--- src/design/sepa_pkg.sv ---
// sepa_pkg: field widths, payload types and the accumulator entry type
// for the shift EMA point averager. No dependencies.
package sepa_pkg;

    localparam int STEP_W  = 3;
    localparam int POINT_W = 8;
    localparam int X_W     = 16;
    localparam int Y_W     = 8;
    localparam int ACC_X_W = 32;
    localparam int ACC_Y_W = 16;
    localparam int SHIFT_W = 4;

    typedef logic [STEP_W-1:0]  step_t;
    typedef logic [POINT_W-1:0] point_t;
    typedef logic [X_W-1:0]     x_t;
    typedef logic [Y_W-1:0]     y_t;
    typedef logic [SHIFT_W-1:0] shift_t;

    // One accumulator entry: both channels of one step and point
    typedef struct packed {
        logic [ACC_X_W-1:0] x;
        logic [ACC_Y_W-1:0] y;
    } acc_t;

endpackage

--- src/design/sepa_update.sv ---
// sepa_update: EMA update of one accumulator entry and the shifted outputs.
// Depends on sepa_pkg.
module sepa_update (
    input  sepa_pkg::shift_t shift,
    input  sepa_pkg::acc_t   acc,
    input  sepa_pkg::x_t     sample_x,
    input  sepa_pkg::y_t     sample_y,
    output sepa_pkg::acc_t   acc_next,
    output sepa_pkg::x_t     avg_x,
    output sepa_pkg::y_t     avg_y
);
    import sepa_pkg::*;

    logic [ACC_X_W-1:0] x_shr;
    logic [ACC_Y_W-1:0] y_shr;

    // acc - (acc >> k) + sample, wrapping at the accumulator width
    always_comb
    begin
        acc_next.x = acc.x - (acc.x >> shift) + ACC_X_W'(sample_x);
        acc_next.y = acc.y - (acc.y >> shift) + ACC_Y_W'(sample_y);
        x_shr      = acc_next.x >> shift;
        y_shr      = acc_next.y >> shift;
        avg_x      = x_shr[X_W-1:0];
        avg_y      = y_shr[Y_W-1:0];
    end

endmodule

--- config.mk ---
export PLATFORM = sky130hd
export DESIGN_NAME = sepa_update
export DESIGN_NICKNAME = d
export VERILOG_FILES = /design/src/design/sepa_pkg.sv /design/src/design/sepa_update.sv
export SDC_FILE = /design/constraint.sdc
export NUM_CORES = 1
export LEC_CHECK = 0
export ABC_AREA = 1
export BUFFER_PORTS_ARGS = -buffer_cell sky130_fd_sc_hd__buf_2
export CORE_UTILIZATION = 50
export DETAILED_ROUTE_END_ITERATION = 8
export GPL_TIMING_DRIVEN = 0
export PLACE_DENSITY_LB_ADDON = 0.12
export SYNTH_ARGS = -nofsm -noshare
export SYNTH_HDL_FRONTEND = slang
export SYNTH_SLANG_ARGS = --single-unit
export TNS_END_PERCENT = 5
--- constraint.sdc ---
create_clock -name vclk -period 3.15
set_clock_uncertainty 0.15 [all_clocks]
set_input_delay 0 -clock vclk [all_inputs]
set_output_delay 0 -clock vclk [all_outputs]
set_load 0.005 [all_outputs]
## Word-level counts from Yosys, hierarchy flattened

Index checks and enable logic that the tools add are counted.

- Shift operators: 4
- Add/sub/neg operators: 4

Operators with widths:

| operator | number |
|---|---|
| 32-bit by 16-bit adder with 32-bit output | 1 |
| 32-bit by 4-bit right shift with 16-bit output | 1 |
| 32-bit by 4-bit right shift with 32-bit output | 1 |
| 32-bit subtractor | 1 |
| 16-bit by 8-bit adder with 16-bit output | 1 |
| 16-bit by 4-bit right shift with 16-bit output | 1 |
| 16-bit by 4-bit right shift with 8-bit output | 1 |
| 16-bit subtractor | 1 |

- Input bits: 76
- Flip-flop bits (word level): 0

## Longest topological paths before layout

- Depth after elaboration: 4
- Mapped depth: 29

## Worst setup path after synthesis

OpenSTA, ideal clock, no wires.

- Path type: input -> output
- Start point: input shift[0]
- End point: output avg_y[5]
- Slack: -0.222 ns
- Stages on the path: 23
- Arrival time: 3.222 ns
- Path buffers: 3
- Cells stage by stage: buf_2 clkbuf_1 buf_1 nand2_1 o211ai_1 o211ai_1 nand3_1 nand2_1 fa_1 fa_1 nand3b_1 nand2_1 nand2_1 nand2_1 nand2_1 nand2_1 xor2_1 nand2_1 nand2_1 nand2_1 nand2_1 nor2_1 o21ai_2

RTL lines:

| what | line | source |
|---|---|---|
| start, declared | sepa_update.sv:4 | `input sepa_pkg::shift_t shift,` |
| end, declared | sepa_update.sv:10 | `output sepa_pkg::y_t avg_y` |

## Worst setup path in the final report

- Start point: input shift[0]
- End point: output avg_x[1]

- Word-level cells in the longest chain between the ends: 4

RTL lines:

| what | line | source |
|---|---|---|
| 32-bit by 4-bit right shift with 32-bit output | sepa_update.sv:20 | `acc_next.x = acc.x - (acc.x >> shift) + ACC_X_W'(sample_x);` |
| 32-bit subtractor | sepa_update.sv:20 |  |
| 32-bit by 16-bit adder with 32-bit output | sepa_update.sv:20 |  |
| 32-bit by 4-bit right shift with 16-bit output (*) | sepa_update.sv:22 | `x_shr = acc_next.x >> shift;` |
| end, declared | sepa_update.sv:9 | `output sepa_pkg::x_t avg_x,` |

Every way passes the cells marked *; elsewhere a longest branch is shown, timed or not.

==> out/metrics.csv <==
metric,value,unit
outcome,"finished, violations left",
failed_checks,negative setup slack,
drt_iter0_drc,1992,
crit_start,shift[0],
layout_common_cells,"438 x nand2_1, 240 x inv_1, 159 x buf_2",
worstHoldPathCells,3,
drive_gt1_frac,0.382,
synth_cells,1585,
grt_antenna_before_repair,1,
ant_nets,0,
p_seq_frac,0,
seq_cell_count,0,
ys_seq_area_frac,0,
slew_headroom,0.489,
p_leak,6.34,nW
grt_pass1_wl,58500,um
grt-ovfl-total,0,
setup_viol_count_final,54,
max_slew.worst_pin.slew,0.766,ns
required,3.00,ns
rsz0062_at_grt,yes,
clock_power_share,0,
syn-num-nets,1755,
dp_hpwl,30800,um
row_count,46,
syn_area,0.00816,mm^2
post_drt_wl_per_cell,21.4,um
first_pass_iters,6,
layout_setup_ws,-0.689,ns
gp_congestion,1.02,
pin_count,148,
holdWs,0.196,ns
layout_commonest_cell,nand2_1,
grt_max_degree,11,
start_util,0.514,
drv_slew,0,
seqCellArea,0,um^2
avgSynthCellArea,5.15,um^2
place_inst,1948,
critPathArrivalTime,3.69,ns
intPower,2.11,mW
swShare,0.618,
setup_tns,-19.54,ns
core-area,0.0159,mm^2
hp-class,in2out,
crit_path_end_kind,output pin,
fillers,1378,
fmax,261,MHz
final_hold_viol_count,0,
critical_path_class,in2out,
num_vias,12200,
netSwitchingPower,3.42,mW
nNetsFinal,1944,
irDropWorstVdd,0.344,mV
crit_path_start_kind,input port,
fin_crit,3.84,ns
drc,0,
place_ws,-1.49,ns
grt_pass1_vias,10400,
syn_to_final_growth,44.0,%
wirelength,42600,um
power_density,471,mW/mm^2
ctsHoldBuffers,0,
nClkBuffers,0,
period_share,1.22,
portBuffers,147,
n_antenna_cell,0,
fin_cells,1988,
avgViaCountPerCell,6.15,
die_area,0.0168,mm^2
yosysUniqueCellTypes,44,
die_w,130,um
finish.utilization,0.740,
yosysWarnings,0,
worstHoldStart,acc[0],
die_h,130,um
comb_power_share,1.000,
max-cap-violations,0,
critPathMaxFanout,7,
grt_usage,0.465,
==> layer usage <==
metal,track usage,routed length [um]
met1,0.630,16700
met2,0.681,17100
met3,0.136,6360
met4,0.201,2380
met5,0,64
==> layout make-up <==
type / instances / area, um^2 / area share
buffer: 68 / 669 / 0.0570
multi-input combinational: 1241 / 8630 / 0.734
tap: 216 / 270 / 0.0230
timing repair buffer: 187 / 1140 / 0.0967
inverter: 276 / 1050 / 0.0890
==> cell usage after synthesis, drive strengths merged (2+ instances only) <==
cell type  instances  area share
o21ai            115       0.071
ha                70        0.11
nand3b             3      0.0028
nand2            552        0.26
a211oi             2      0.0018
clkbuf            31       0.014
o21bai             5      0.0046
nand3            254        0.16
o211ai            23       0.021
xor2               9       0.013
nor3              11      0.0067
mux2i             11       0.013
inv              273        0.13
clkinv             3      0.0014
nor2              64       0.031
buf               37       0.025
nand4             16       0.012
a31oi              2      0.0015
or2               12      0.0092
fa                24       0.059
a21oi             41       0.025
xnor2              9       0.011
and2              13       0.011
==> worst paths after layout <==
kind / slack, ns / endpoint
max: -0.69 / avg_x[1]
min: 0.20 / acc_next[0]
==> power groups by stage <==
stage	combinational (mW)	sequential, mW	clock [mW]
after floorplan	2.61	0	0
after detailed placement	3.88	0	0
final	5.53	0	0
after global placement	3.84	0	0
after CTS	4.74	0	0
after global routing	5.89	0	0
==> kinds of logic (layout without fill, tap and decap cells) <==
family	after synthesis	count (layout)	share of synthesized area
fa+ha+maj	94	94	0.166
mux	11	11	0.0135
compound gates	193	193	0.130
xor+xnor	18	18	0.0235
simple gates	925	925	0.500
buf+inv	344	531	0.166
==> through the flow <==
stage	total power [mW]	cell area (um^2)
global placement	3.84	9210
CTS	4.74	11000
finish	5.53	11800
floorplan	2.61	8200
global route	5.89	11800
detailed placement	3.88	9210
==> repair_timing <==
action / CTS / global route
resized for setup: 430 / 187
buffers inserted: 22 / 15
cloned: 3 / 0
pin swaps: 85 / 98
endpoints found under the setup margin: 68 / 65
==> worst max-delay path, cell delays in order <==
cell and delay [ns]:
buf_12 0.12, buf_12 0.16, buf_12 0.15, o21ai_2 0.19
mux2i_2 0.12, buf_4 0.16, o21ai_4 0.18, o21ai_2 0.09
fa_1 0.54, ha_4 0.37, nand2_1 0.08, nand2_1 0.10
nand2_1 0.08, nand2_2 0.10, inv_2 0.05, nand2_4 0.10
xor2_4 0.32, mux2i_2 0.15, or2_1 0.25, nand3_1 0.07
nand3_1 0.07, nand2_1 0.10, buf_2 0.12
No activity file was read; power rests on OpenSTA's default activity.
